`src/sv/tre_pkg.sv`:
```
// types, codes and constants shared by the threshold rule event engine
`timescale 1ns / 1ps

package tre_pkg;

    localparam int NUM_RULES   = 16;
    localparam int MAX_ACTIONS = 4;

    localparam int RESULT_CAP = 64;
    localparam int CAP_W      = 7;
    localparam int ACT_W      = 5;

    localparam logic REQ_EVAL  = 1'b0;
    localparam logic REQ_WRITE = 1'b1;

    localparam logic KIND_BOOL = 1'b0;
    localparam logic KIND_INT  = 1'b1;

    localparam logic [1:0] CFG_EVT_LIMIT    = 2'd0;
    localparam logic [1:0] CFG_ACTIVE_RULES = 2'd1;

    localparam logic [2:0] CMP_EQ  = 3'd0;
    localparam logic [2:0] CMP_NE  = 3'd1;
    localparam logic [2:0] CMP_GT  = 3'd2;
    localparam logic [2:0] CMP_GTE = 3'd3;
    localparam logic [2:0] CMP_LT  = 3'd4;
    localparam logic [2:0] CMP_LTE = 3'd5;

    typedef struct packed {
        logic               req_type;
        logic [3:0]         rule_slot;
        logic               rule_enable;
        logic [7:0]         source_code;
        logic [7:0]         key_code;
        logic [2:0]         comparator;
        logic               value_kind;
        logic signed [31:0] operand_value;
        logic [31:0]        sustain_time;
        logic [31:0]        cooldown_time;
        logic [2:0]         actions_per_fire;
        logic [31:0]        now_ms;
    } t_req;

    typedef struct packed {
        logic [31:0]        event_sequence;
        logic [31:0]        event_time;
        logic [3:0]         fired_slot;
        logic [1:0]         action_slot;
        logic [7:0]         event_source;
        logic               measured_kind;
        logic signed [31:0] meas_value;
        logic [31:0]        fires_so_far;
        logic               last_of_run;
    } t_result;

    typedef struct packed {
        logic               enable;
        logic [7:0]         source;
        logic [7:0]         key;
        logic [2:0]         cmp;
        logic               kind;
        logic signed [31:0] threshold;
        logic [31:0]        sustain;
        logic [31:0]        cooldown;
        logic [ACT_W-1:0]   actions;
    } t_rule;

    typedef struct packed {
        logic        cond_true;
        logic        fired_in_period;
        logic [31:0] true_since;
        logic        has_fired;
        logic [31:0] last_fire_time;
        logic [31:0] fire_counter;
    } t_rstate;

    typedef enum logic [3:0] {
        S_IDLE,
        S_READ,
        S_LOAD,
        S_CMPV,
        S_SUSTD,
        S_SUSTC,
        S_COOLD,
        S_COOLC,
        S_CAP,
        S_EMIT,
        S_WB,
        S_NEXT,
        S_DONE
    } t_fsm;

endpackage

```
`src/sv/tre_ram.sv`:
```
// generic single write port ram with registered read
`timescale 1ns / 1ps

module tre_ram #(
    parameter int WIDTH = 8,
    parameter int DEPTH = 16,
    parameter int AW    = (DEPTH > 1) ? $clog2(DEPTH) : 1
) (
    input  logic             i_clk,
    input  logic             i_wr_en,
    input  logic [AW-1:0]    i_wr_addr,
    input  logic [WIDTH-1:0] i_wr_data,
    input  logic [AW-1:0]    i_rd_addr,
    output logic [WIDTH-1:0] o_rd_data
);

    logic [WIDTH-1:0] r_mem [DEPTH];
    logic [WIDTH-1:0] r_rd_data;

    always_ff @(posedge i_clk) begin
        if (i_wr_en) begin
            r_mem[i_wr_addr] <= i_wr_data;
        end
        r_rd_data <= r_mem[i_rd_addr];
    end

    assign o_rd_data = r_rd_data;

endmodule

```
`src/sv/tre_alu.sv`:
```
// shared 33-bit subtract and compare unit
`timescale 1ns / 1ps

module tre_alu (
    input  logic        i_signed,
    input  logic [31:0] i_a,
    input  logic [31:0] i_b,
    output logic [31:0] o_diff,
    output logic        o_eq,
    output logic        o_lt
);

    logic [32:0] w_a;
    logic [32:0] w_b;
    logic [32:0] w_sub;

    assign w_a    = {i_signed & i_a[31], i_a};
    assign w_b    = {i_signed & i_b[31], i_b};
    assign w_sub  = w_a - w_b;
    assign o_diff = w_sub[31:0];
    assign o_eq   = (w_sub == 33'd0);
    assign o_lt   = w_sub[32];

endmodule

```
`src/sv/threshold_rule_event_engine_top.sv`:
```
// top level of the threshold rule event engine: sequencer and datapath
`timescale 1ns / 1ps

// A rule write (req_type 1) is taken in its accept cycle and busy stays low. An
// evaluate request walks rule slots in order on one shared subtract/compare unit:
// each walked slot is read, loaded and compared; a slot that does not match goes on
// to the next, one whose condition is false writes its state back, and one tested
// further goes through sustain and, if it has fired before, cooldown checks and may
// emit events before its state is written back. busy is high meanwhile.
// Results leave on o_strobe and cannot be held off by the receiver; the last one
// of a fact comes out in the first cycle with busy low. Configuration writes are
// always ready.
module threshold_rule_event_engine_top
    import tre_pkg::*;
(
    input  logic       i_clk,
    input  logic       i_rst_n,
    input  logic       start,
    output logic       busy,
    input  t_req       i_req,
    output logic       o_strobe,
    output t_result    o_result,
    input  logic       i_cfg_valid,
    output logic       o_cfg_ready,
    input  logic [1:0] i_cfg_index,
    input  logic [6:0] i_cfg_data
);

    localparam int IDX_W = (NUM_RULES > 1) ? $clog2(NUM_RULES) : 1;
    localparam int CNT_W = $clog2(NUM_RULES + 1);

    t_fsm r_state, n_state;

    logic [CAP_W-1:0] r_evt_limit;
    logic [4:0]       r_active_rules;

    logic [CAP_W-1:0] r_cap;
    logic [CNT_W-1:0] r_rules;
    logic [CAP_W-1:0] r_count;
    logic [IDX_W-1:0] r_idx;
    logic [ACT_W-1:0] r_act;
    logic [31:0]      r_seq;
    logic [31:0]      r_diff;
    logic [NUM_RULES-1:0] r_valid;

    logic [7:0]         r_f_source;
    logic [7:0]         r_f_key;
    logic               r_f_kind;
    logic signed [31:0] r_f_value;
    logic [31:0]        r_f_now;

    t_rule   r_rule;
    t_rstate r_st;
    t_result r_pend;
    logic    r_pend_v;
    t_result r_out;
    logic    r_strobe;

    t_rule   w_rule_q;
    t_rstate w_st_q;
    t_rule   w_rule_wr;
    logic    w_rule_we;
    logic    w_st_we;
    logic [IDX_W-1:0] w_wr_slot;

    logic        w_alu_signed;
    logic [31:0] w_alu_a, w_alu_b, w_alu_diff;
    logic        w_alu_eq, w_alu_lt;

    logic w_accept, w_match, w_cmp_ok, w_last_act, w_walk_end, w_short;
    logic [CAP_W-1:0] w_cap;
    logic [CNT_W-1:0] w_rules;
    logic [2:0]       w_acts_in;
    t_result          w_event;
    t_result          w_last_ev;

    assign w_accept   = start && !busy;
    assign o_cfg_ready = 1'b1;
    assign w_wr_slot  = IDX_W'(i_req.rule_slot);
    assign w_acts_in  = i_req.actions_per_fire;

    assign w_cap   = (r_evt_limit > CAP_W'(RESULT_CAP)) ? CAP_W'(RESULT_CAP) : r_evt_limit;
    assign w_rules = (32'(r_active_rules) > NUM_RULES) ? CNT_W'(NUM_RULES)
                                                       : CNT_W'(r_active_rules);

    always_comb begin
        w_rule_wr.enable    = i_req.rule_enable;
        w_rule_wr.source    = i_req.source_code;
        w_rule_wr.key       = i_req.key_code;
        w_rule_wr.cmp       = i_req.comparator;
        w_rule_wr.kind      = i_req.value_kind;
        w_rule_wr.threshold = (i_req.value_kind == KIND_BOOL)
                              ? ((i_req.operand_value != 32'sd0) ? 32'sd1 : 32'sd0)
                              : i_req.operand_value;
        w_rule_wr.sustain   = i_req.sustain_time;
        w_rule_wr.cooldown  = i_req.cooldown_time;
        w_rule_wr.actions   = (32'(w_acts_in) > MAX_ACTIONS) ? ACT_W'(MAX_ACTIONS)
                                                              : ACT_W'(w_acts_in);
    end

    tre_ram #(.WIDTH($bits(t_rule)), .DEPTH(NUM_RULES), .AW(IDX_W)) u_rule_ram (
        .i_clk     (i_clk),
        .i_wr_en   (w_rule_we),
        .i_wr_addr (w_wr_slot),
        .i_wr_data (w_rule_wr),
        .i_rd_addr (r_idx),
        .o_rd_data (w_rule_q)
    );

    tre_ram #(.WIDTH($bits(t_rstate)), .DEPTH(NUM_RULES), .AW(IDX_W)) u_state_ram (
        .i_clk     (i_clk),
        .i_wr_en   (w_st_we),
        .i_wr_addr (r_idx),
        .i_wr_data (r_st),
        .i_rd_addr (r_idx),
        .o_rd_data (w_st_q)
    );

    tre_alu u_alu (
        .i_signed (w_alu_signed),
        .i_a      (w_alu_a),
        .i_b      (w_alu_b),
        .o_diff   (w_alu_diff),
        .o_eq     (w_alu_eq),
        .o_lt     (w_alu_lt)
    );

    always_comb begin
        w_alu_signed = 1'b0;
        w_alu_a      = 32'd0;
        w_alu_b      = 32'd0;
        case (r_state)
            S_CMPV: begin
                w_alu_signed = 1'b1;
                w_alu_a      = r_f_value;
                w_alu_b      = r_rule.threshold;
            end
            S_SUSTD: begin
                w_alu_a = r_f_now;
                w_alu_b = r_st.true_since;
            end
            S_SUSTC: begin
                w_alu_a = r_diff;
                w_alu_b = r_rule.sustain;
            end
            S_COOLD: begin
                w_alu_a = r_f_now;
                w_alu_b = r_st.last_fire_time;
            end
            S_COOLC: begin
                w_alu_a = r_diff;
                w_alu_b = r_rule.cooldown;
            end
            default: begin
                w_alu_signed = 1'b0;
            end
        endcase
    end

    assign w_match = r_rule.enable && (r_rule.source == r_f_source)
                     && ((r_rule.key == 8'd0) || (r_rule.key == r_f_key));

    always_comb begin
        w_cmp_ok = 1'b0;
        if (r_f_kind == r_rule.kind) begin
            case (r_rule.cmp)
                CMP_EQ:  w_cmp_ok = w_alu_eq;
                CMP_NE:  w_cmp_ok = !w_alu_eq;
                CMP_GT:  w_cmp_ok = (r_f_kind == KIND_INT) && !w_alu_lt && !w_alu_eq;
                CMP_GTE: w_cmp_ok = (r_f_kind == KIND_INT) && !w_alu_lt;
                CMP_LT:  w_cmp_ok = (r_f_kind == KIND_INT) && w_alu_lt;
                CMP_LTE: w_cmp_ok = (r_f_kind == KIND_INT) && (w_alu_lt || w_alu_eq);
                default: w_cmp_ok = 1'b0;
            endcase
        end
    end

    assign w_short    = (r_cap - r_count) < CAP_W'(r_rule.actions);
    assign w_last_act = (r_act + ACT_W'(1)) == r_rule.actions;
    assign w_walk_end = ((CNT_W'(r_idx) + CNT_W'(1)) >= r_rules) || (r_count >= r_cap);

    always_comb begin
        w_event.event_sequence = r_seq;
        w_event.event_time     = r_f_now;
        w_event.fired_slot     = 4'(r_idx);
        w_event.action_slot    = 2'(r_act);
        w_event.event_source   = r_f_source;
        w_event.measured_kind  = r_f_kind;
        w_event.meas_value     = r_f_value;
        w_event.fires_so_far   = r_st.fire_counter;
        w_event.last_of_run    = 1'b0;
    end

    always_comb begin
        w_last_ev             = r_pend;
        w_last_ev.last_of_run = 1'b1;
    end

    // next state
    always_comb begin
        n_state = r_state;
        case (r_state)
            S_IDLE: begin
                if (w_accept && (i_req.req_type == REQ_EVAL)) begin
                    n_state = ((w_cap == '0) || (w_rules == '0)) ? S_DONE : S_READ;
                end
            end
            S_READ:  n_state = S_LOAD;
            S_LOAD:  n_state = S_CMPV;
            S_CMPV: begin
                if (!w_match) begin
                    n_state = S_NEXT;
                end else if (!w_cmp_ok) begin
                    n_state = S_WB;
                end else begin
                    n_state = S_SUSTD;
                end
            end
            S_SUSTD: n_state = S_SUSTC;
            S_SUSTC: begin
                if (w_alu_lt || r_st.fired_in_period) begin
                    n_state = S_WB;
                end else if (r_st.has_fired) begin
                    n_state = S_COOLD;
                end else begin
                    n_state = S_CAP;
                end
            end
            S_COOLD: n_state = S_COOLC;
            S_COOLC: n_state = w_alu_lt ? S_WB : S_CAP;
            S_CAP: begin
                if (w_short || (r_rule.actions == '0)) begin
                    n_state = S_WB;
                end else begin
                    n_state = S_EMIT;
                end
            end
            S_EMIT:  n_state = w_last_act ? S_WB : S_EMIT;
            S_WB:    n_state = S_NEXT;
            S_NEXT:  n_state = w_walk_end ? S_DONE : S_READ;
            S_DONE:  n_state = S_IDLE;
            default: n_state = S_IDLE;
        endcase
    end

    // control outputs
    always_comb begin
        busy      = (r_state != S_IDLE);
        w_rule_we = 1'b0;
        w_st_we   = 1'b0;
        case (r_state)
            S_IDLE: begin
                w_rule_we = w_accept && (i_req.req_type == REQ_WRITE)
                            && (32'(i_req.rule_slot) < NUM_RULES);
            end
            S_WB:    w_st_we = 1'b1;
            default: w_st_we = 1'b0;
        endcase
    end

    always_ff @(posedge i_clk) begin
        if (!i_rst_n) begin
            r_state        <= S_IDLE;
            r_evt_limit    <= CAP_W'(16);
            r_active_rules <= 5'd0;
            r_seq          <= 32'd1;
            r_valid        <= '0;
            r_pend_v       <= 1'b0;
            r_strobe       <= 1'b0;
        end else begin
            r_state  <= n_state;
            r_strobe <= r_pend_v && ((r_state == S_EMIT) || (r_state == S_DONE));
            if (i_cfg_valid && o_cfg_ready) begin
                case (i_cfg_index)
                    CFG_EVT_LIMIT:    r_evt_limit    <= i_cfg_data;
                    CFG_ACTIVE_RULES: r_active_rules <= i_cfg_data[4:0];
                    default:          r_evt_limit    <= r_evt_limit;
                endcase
            end
            case (r_state)
                S_IDLE: begin
                    if (w_rule_we) begin
                        r_valid[w_wr_slot] <= 1'b0;
                    end
                end
                S_WB: begin
                    r_valid[r_idx] <= 1'b1;
                end
                S_EMIT: begin
                    r_seq    <= r_seq + 32'd1;
                    r_pend_v <= 1'b1;
                end
                S_DONE: begin
                    r_pend_v <= 1'b0;
                end
                default: begin
                    r_pend_v <= r_pend_v;
                end
            endcase
        end
    end

    always_ff @(posedge i_clk) begin
        case (r_state)
            S_IDLE: begin
                r_idx      <= '0;
                r_count    <= '0;
                r_cap      <= w_cap;
                r_rules    <= w_rules;
                r_f_source <= i_req.source_code;
                r_f_key    <= i_req.key_code;
                r_f_kind   <= i_req.value_kind;
                r_f_now    <= i_req.now_ms;
                r_f_value  <= (i_req.value_kind == KIND_BOOL)
                              ? ((i_req.operand_value != 32'sd0) ? 32'sd1 : 32'sd0)
                              : i_req.operand_value;
            end
            S_LOAD: begin
                r_rule <= w_rule_q;
                r_st   <= r_valid[r_idx] ? w_st_q : '0;
            end
            S_CMPV: begin
                if (!w_cmp_ok) begin
                    r_st.cond_true       <= 1'b0;
                    r_st.fired_in_period <= 1'b0;
                    r_st.true_since      <= 32'd0;
                end else if (!r_st.cond_true) begin
                    r_st.cond_true       <= 1'b1;
                    r_st.fired_in_period <= 1'b0;
                    r_st.true_since      <= r_f_now;
                end
            end
            S_SUSTD, S_COOLD: begin
                r_diff <= w_alu_diff;
            end
            S_CAP: begin
                r_act <= '0;
                if (!w_short) begin
                    r_st.fired_in_period <= 1'b1;
                    r_st.has_fired       <= 1'b1;
                    r_st.last_fire_time  <= r_f_now;
                    r_st.fire_counter    <= r_st.fire_counter + 32'd1;
                end
            end
            S_EMIT: begin
                r_act   <= r_act + ACT_W'(1);
                r_count <= r_count + CAP_W'(1);
                r_pend  <= w_event;
                if (r_pend_v) begin
                    r_out <= r_pend;
                end
            end
            S_NEXT: begin
                r_idx <= r_idx + IDX_W'(1);
            end
            S_DONE: begin
                r_out <= w_last_ev;
            end
            default: begin
                r_diff <= r_diff;
            end
        endcase
    end

    assign o_strobe = r_strobe;
    assign o_result = r_out;

endmodule

```
`config.mk`:
```
export PLATFORM = sky130hd
export DESIGN_NAME = threshold_rule_event_engine_top
export DESIGN_NICKNAME = d
export VERILOG_FILES = /design/src/sv/tre_pkg.sv /design/src/sv/tre_ram.sv /design/src/sv/tre_alu.sv /design/src/sv/threshold_rule_event_engine_top.sv
export SDC_FILE = /design/constraint.sdc
export NUM_CORES = 2
export LEC_CHECK = 0
export ABC_AREA = 0
export ABC_CLOCK_PERIOD_IN_PS = 16400
export BUFFER_PORTS_ARGS = -buffer_cell sky130_fd_sc_hd__buf_2
export CORE_ASPECT_RATIO = 0.7
export CORE_UTILIZATION = 50
export CTS_CLUSTER_SIZE = 25
export DETAILED_ROUTE_END_ITERATION = 10
export GPL_TIMING_DRIVEN = 0
export PLACE_DENSITY = 0.66
export REMOVE_ABC_BUFFERS = 1
export SYNTH_ARGS = -nofsm -noshare
export SYNTH_HDL_FRONTEND = slang
export SYNTH_SLANG_ARGS = --single-unit
```
`constraint.sdc`:
```
create_clock -name i_clk -period 16.4 [get_ports i_clk]
set_input_delay 4.92 -clock i_clk [delete_from_list [all_inputs] [get_ports i_clk]]
set_output_delay 4.92 -clock i_clk [all_outputs]
set_load 0.02 [all_outputs]
```
==> results <==
- The worst setup path is launched from a register.
- Of all nets on the critical path, the largest fanout is slightly above 60.
- The clock tree synthesis step divided the H-tree into 5 levels.
- The flow ran to the end, and the final reports show no timing, DRC or antenna violations.
- Cells with a size suffix above 1 make up 31.1% of the layout.
- Measured along the y axis, the die boundary spans 483 µm.
- The total overflow left after global routing is 0.
- The total via count after detailed routing is 79,163.
- The number of nets with antenna violations after detailed routing is 0.
- The largest stage delay on the critical path is 1020 ps.
- The final number of hold-violating endpoints is 0.
- The worst setup path is of the register to register kind.
- Among cell families on the critical path, the largest total delay comes from simple AND/OR/NAND/NOR gates.
- The total routing usage reported by global routing is between 20 and 25%.
- The post-synthesis area per instance is about 23 µm².
- For the pin with the worst max-slew slack, the measured transition is approximately 1300 ps.
- The distinct cell type count of the synthesized netlist is about 110.
- Using the TritonRoute via totals, the vias-per-cell ratio works out to about 6.1.
- The most common cell after layout, fill and taps aside is sky130_fd_sc_hd__edfxtp_1.
- The filler cells instantiated in the layout total 22,406.
- Derived from the worst setup path, the maximum achievable clock frequency is 117 MHz.
- The floorplan step defined a core boundary enclosing ~0.33 mm².
- Entering global routing, the biggest net connects slightly below 70 pins.
- Counting stages on the worst path, the most repeated cell is sky130_fd_sc_hd__buf_16.
- The element type at the critical path end is a register.
- The first global-routing pass estimated a little under 600,000 µm of wire.
- The worst clock skew is 66.8 ps.
- The maximum VDD drop is 0.165 mV.
- After technology mapping, the gate count stands at about 7,300.
- The worst min-delay path category is register to register.
- The final-stage net count is 8,386.
- The first-iteration detailed-routing DRC count is 9,609.
- The critical path contains buffers and inverters numbering 3 combined.
- The share of async-settable or async-resettable flops after synthesis is 0%.
- The synthesized design contains 4,151 enable-type register cells.
- The port buffer count is 315.
- Dividing the detail-routed wire length by the instance count gives roughly 31 µm.
- In the layout the commonest cells are 4,151 x sky130_fd_sc_hd__edfxtp_1, 1,100 x sky130_fd_sc_hd__mux4_2, 420 x sky130_fd_sc_hd__clkbuf_16, 315 x sky130_fd_sc_hd__buf_2, 283 x sky130_fd_sc_hd__dfxtp_1.
- The startpoint of the most critical register-to-register path is r_state[0]$_SDFFE_PN0P_.
- The final layout contains routed wiring with a total length of 404,000 µm.
- The total negative slack for setup checks is 0 ps.
- The startpoint of the tightest hold check path is u_rule_ram.o_rd_data[65]$_DFF_P_.
- The cell area that synthesis handed to floorplanning was 0.165 mm².
- The area enclosed by the die boundary is 0.333 mm².
- The register bit count reported by yosys is 4,436.
- The count of hold buffers inserted by post-cts repair is 0.
- The half-perimeter wire length after placement is roughly 260,000 µm.
- Buffers inserted during clock tree synthesis total 410.
- The weighted congestion at the end of routability-driven global placement is approximately 0.84.
- No sink is reached through more buffers than the 4 on the longest clock path.
- Data arrives at the worst endpoint at 9130 ps.
- The critical path launch point is r_state[0]$_SDFFE_PN0P_.
- The number of standard cells in the layout, taps in and fillers out is 12,882.
- The static leakage is between 60 and 70 nW.
- Clock-pin slew was measured on the worst setup and hold paths at 70 ps.
- Setup violations remaining at the end of the flow were counted as 0.
- Once the clock tree was built, the resizer swapped 0 gates to a different size.
- The area growth from synthesis to layout is 18.3%.
- The cell at the slowest stage of the critical path is sky130_fd_sc_hd__a41oi_4.
- The share of the clock period used by the worst path after layout is 52.0%.
- The initial standard-cell utilization of the core is approximately half.
- The count of unresolved DRC violations after routing is 0.
- The number of warnings printed during yosys synthesis is 0.
- The number of clock sinks seen by CTS is 4,436.
- In the synthesized netlist the dominant register cell turns out to be sky130_fd_sc_hd__edfxtp_1.
- The via count of the first global-routing pass is 80,792.
- The count of final max-slew check failures is 0.
- The area of combinational cells with multiple inputs is 0.0339 mm².
- STA puts the critical path data required time at 17,000 ps.
- Pin placement for this block handled roughly 320 I/O pins.
- The sequential cell area is 0.130 mm².
- The length of the first detailed-routing pass in iterations is 8.
- The tool flagged a number of max-cap violations equal to 0.
- The power density over the cells is 161 mW/mm².
- Walking the worst path, the cells encountered are buf_16, and2_2, and2_4, buf_16, a222oi_1, ha_1, and2_1, nand3_1, or4_4, a211oi_2, nor3_1, nor3_2, mux2i_1, a22oi_4, nand3_4, a41oi_4, buf_12.
- The post-CTS repair timing setup buffer count is 0.
- The routed design could run at a clock period as short as around 8500 ps.
- The library cell used as clock root buffer is sky130_fd_sc_hd__clkbuf_16.
- Including well taps, the total number of placed cells is 12,109.
- In this run the horizontal extent of the chip is 690 µm.
- Setup repair after global routing left no endpoint under its margin.
- The number of antenna violations at the first check in global routing is 44.
- The clock tree from TritonCTS is built.
- Measured against its own limit, the worst slew margin works out to 8.28%.
- The clock insertion delay at the later pin of the skew report is roughly 970 ps.
- The placement row count is 176.
- The sequential area share after synthesis is 78.8%.
==> registers in the layout, summed over array words and instances, names as in the netlist, 16 cells and up <==
name                   count
u_rule_ram.r_mem        1920
u_state_ram.r_mem       1584
o_result                 144
r_pend                   143
r_rule                   120
u_rule_ram.o_rd_data     120
r_st                      99
u_state_ram.o_rd_data     99
r_diff                    32
r_f_now                   32
r_f_value                 32
r_seq                     32
r_valid                   16
==> report_power, final <==
part / leakage (nW) / total [W] / internal [W] / switching (W)
Sequential: 40.0 / 0.0143 / 0.0135 / 0.000767
Combinational: 15.7 / 0.00756 / 0.00388 / 0.00369
Clock: 6.72 / 0.00970 / 0.00553 / 0.00417
==> synthesized netlist by cell type, types with 30 or more instances <==
cell	count	area [µm²]
sky130_fd_sc_hd__nor2b_1	30	188
sky130_fd_sc_hd__nand3_1	91	455
sky130_fd_sc_hd__edfxtp_1	4151	125000
sky130_fd_sc_hd__buf_1	67	251
sky130_fd_sc_hd__nor2_1	120	450
sky130_fd_sc_hd__inv_1	44	165
sky130_fd_sc_hd__ha_1	54	676
sky130_fd_sc_hd__xor2_1	34	298
sky130_fd_sc_hd__mux2i_1	80	801
sky130_fd_sc_hd__xnor2_1	69	604
sky130_fd_sc_hd__nand2_1	245	920
sky130_fd_sc_hd__a32o_1	32	320
sky130_fd_sc_hd__and2_1	70	438
sky130_fd_sc_hd__dfxtp_1	285	5710
sky130_fd_sc_hd__o21ai_0	139	696
sky130_fd_sc_hd__mux4_2	1101	24800
sky130_fd_sc_hd__clkbuf_1	266	998
sky130_fd_sc_hd__a21oi_1	52	260
==> logic make-up after synthesis <==
| group | count (synthesis) | share of synthesized area (%) |
|---|---|---|
| adders and majority gates | 56 | 0.433 |
| DFF | 4436 | 78.8 |
| muxes | 1184 | 15.5 |
| and+or+nand+nor | 708 | 2.14 |
| AOI/OAI and AO/OA | 390 | 1.67 |
| xor gates and xnor gates | 104 | 0.555 |
| other | 1 | 0.00227 |
| buffers and inverters | 389 | 0.916 |
==> per-layer routing <==
layer  global-route usage [%]  part of all wire, %
met1                     32.8                   39
met4                     8.13                  3.7
met3                     4.42                  7.5
met2                     40.1                   50
met5                        0                0.058
==> metrics by stage <==
stage	hold WS (ps)	setup slack, ps	area, µm²	utilization, %	power [W]
after floorplan	386	-25980	164000	-	0.0224
after global placement	387	-77090	171000	52.1	0.0242
after detailed placement	389	8050	182000	55.4	0.0221
after CTS	391	7990	196000	59.5	0.0317
after global routing	399	7750	196000	59.5	0.0326
final	374	7880	196000	59.5	0.0315
==> layout make-up <==
class	instances	share of cell area (%)
timing repair buffer	824	6.23
inverter	45	0.0914
antenna	9	0.0115
multi-input combinational	2443	17.3
tap	4361	2.79
sequential	4436	66.6
clock buffer	552	5.87
clock inverter	212	1.12
==> worst register-to-register path: stages, from the launching register on <==
cell and delay (ps):
sky130_fd_sc_hd__dfxtp_4 680, sky130_fd_sc_hd__buf_16 400, sky130_fd_sc_hd__and2_2 830, sky130_fd_sc_hd__and2_4 440, sky130_fd_sc_hd__buf_16 300, sky130_fd_sc_hd__a222oi_1 370
sky130_fd_sc_hd__ha_1 550, sky130_fd_sc_hd__and2_1 230, sky130_fd_sc_hd__nand3_1 120, sky130_fd_sc_hd__or4_4 530, sky130_fd_sc_hd__a211oi_2 290, sky130_fd_sc_hd__nor3_1 140
sky130_fd_sc_hd__nor3_2 790, sky130_fd_sc_hd__mux2i_1 260, sky130_fd_sc_hd__a22oi_4 210, sky130_fd_sc_hd__nand3_4 700, sky130_fd_sc_hd__a41oi_4 1060, sky130_fd_sc_hd__buf_12 270
==> path summary, 6_finish.rpt <==
kind / end / cells after the start / slack (ps)
hold / removal: r_rule[65]$_DFFE_PP_ / 0 / 370
setup / recovery: r_st[88]$_DFFE_PP_ / 17 / 7880
setup reg to reg: r_st[88]$_DFFE_PP_ / 17 / 7880
hold reg to reg: r_rule[65]$_DFFE_PP_ / 0 / 370
Note: power is estimated with default switching activity, not from simulation.
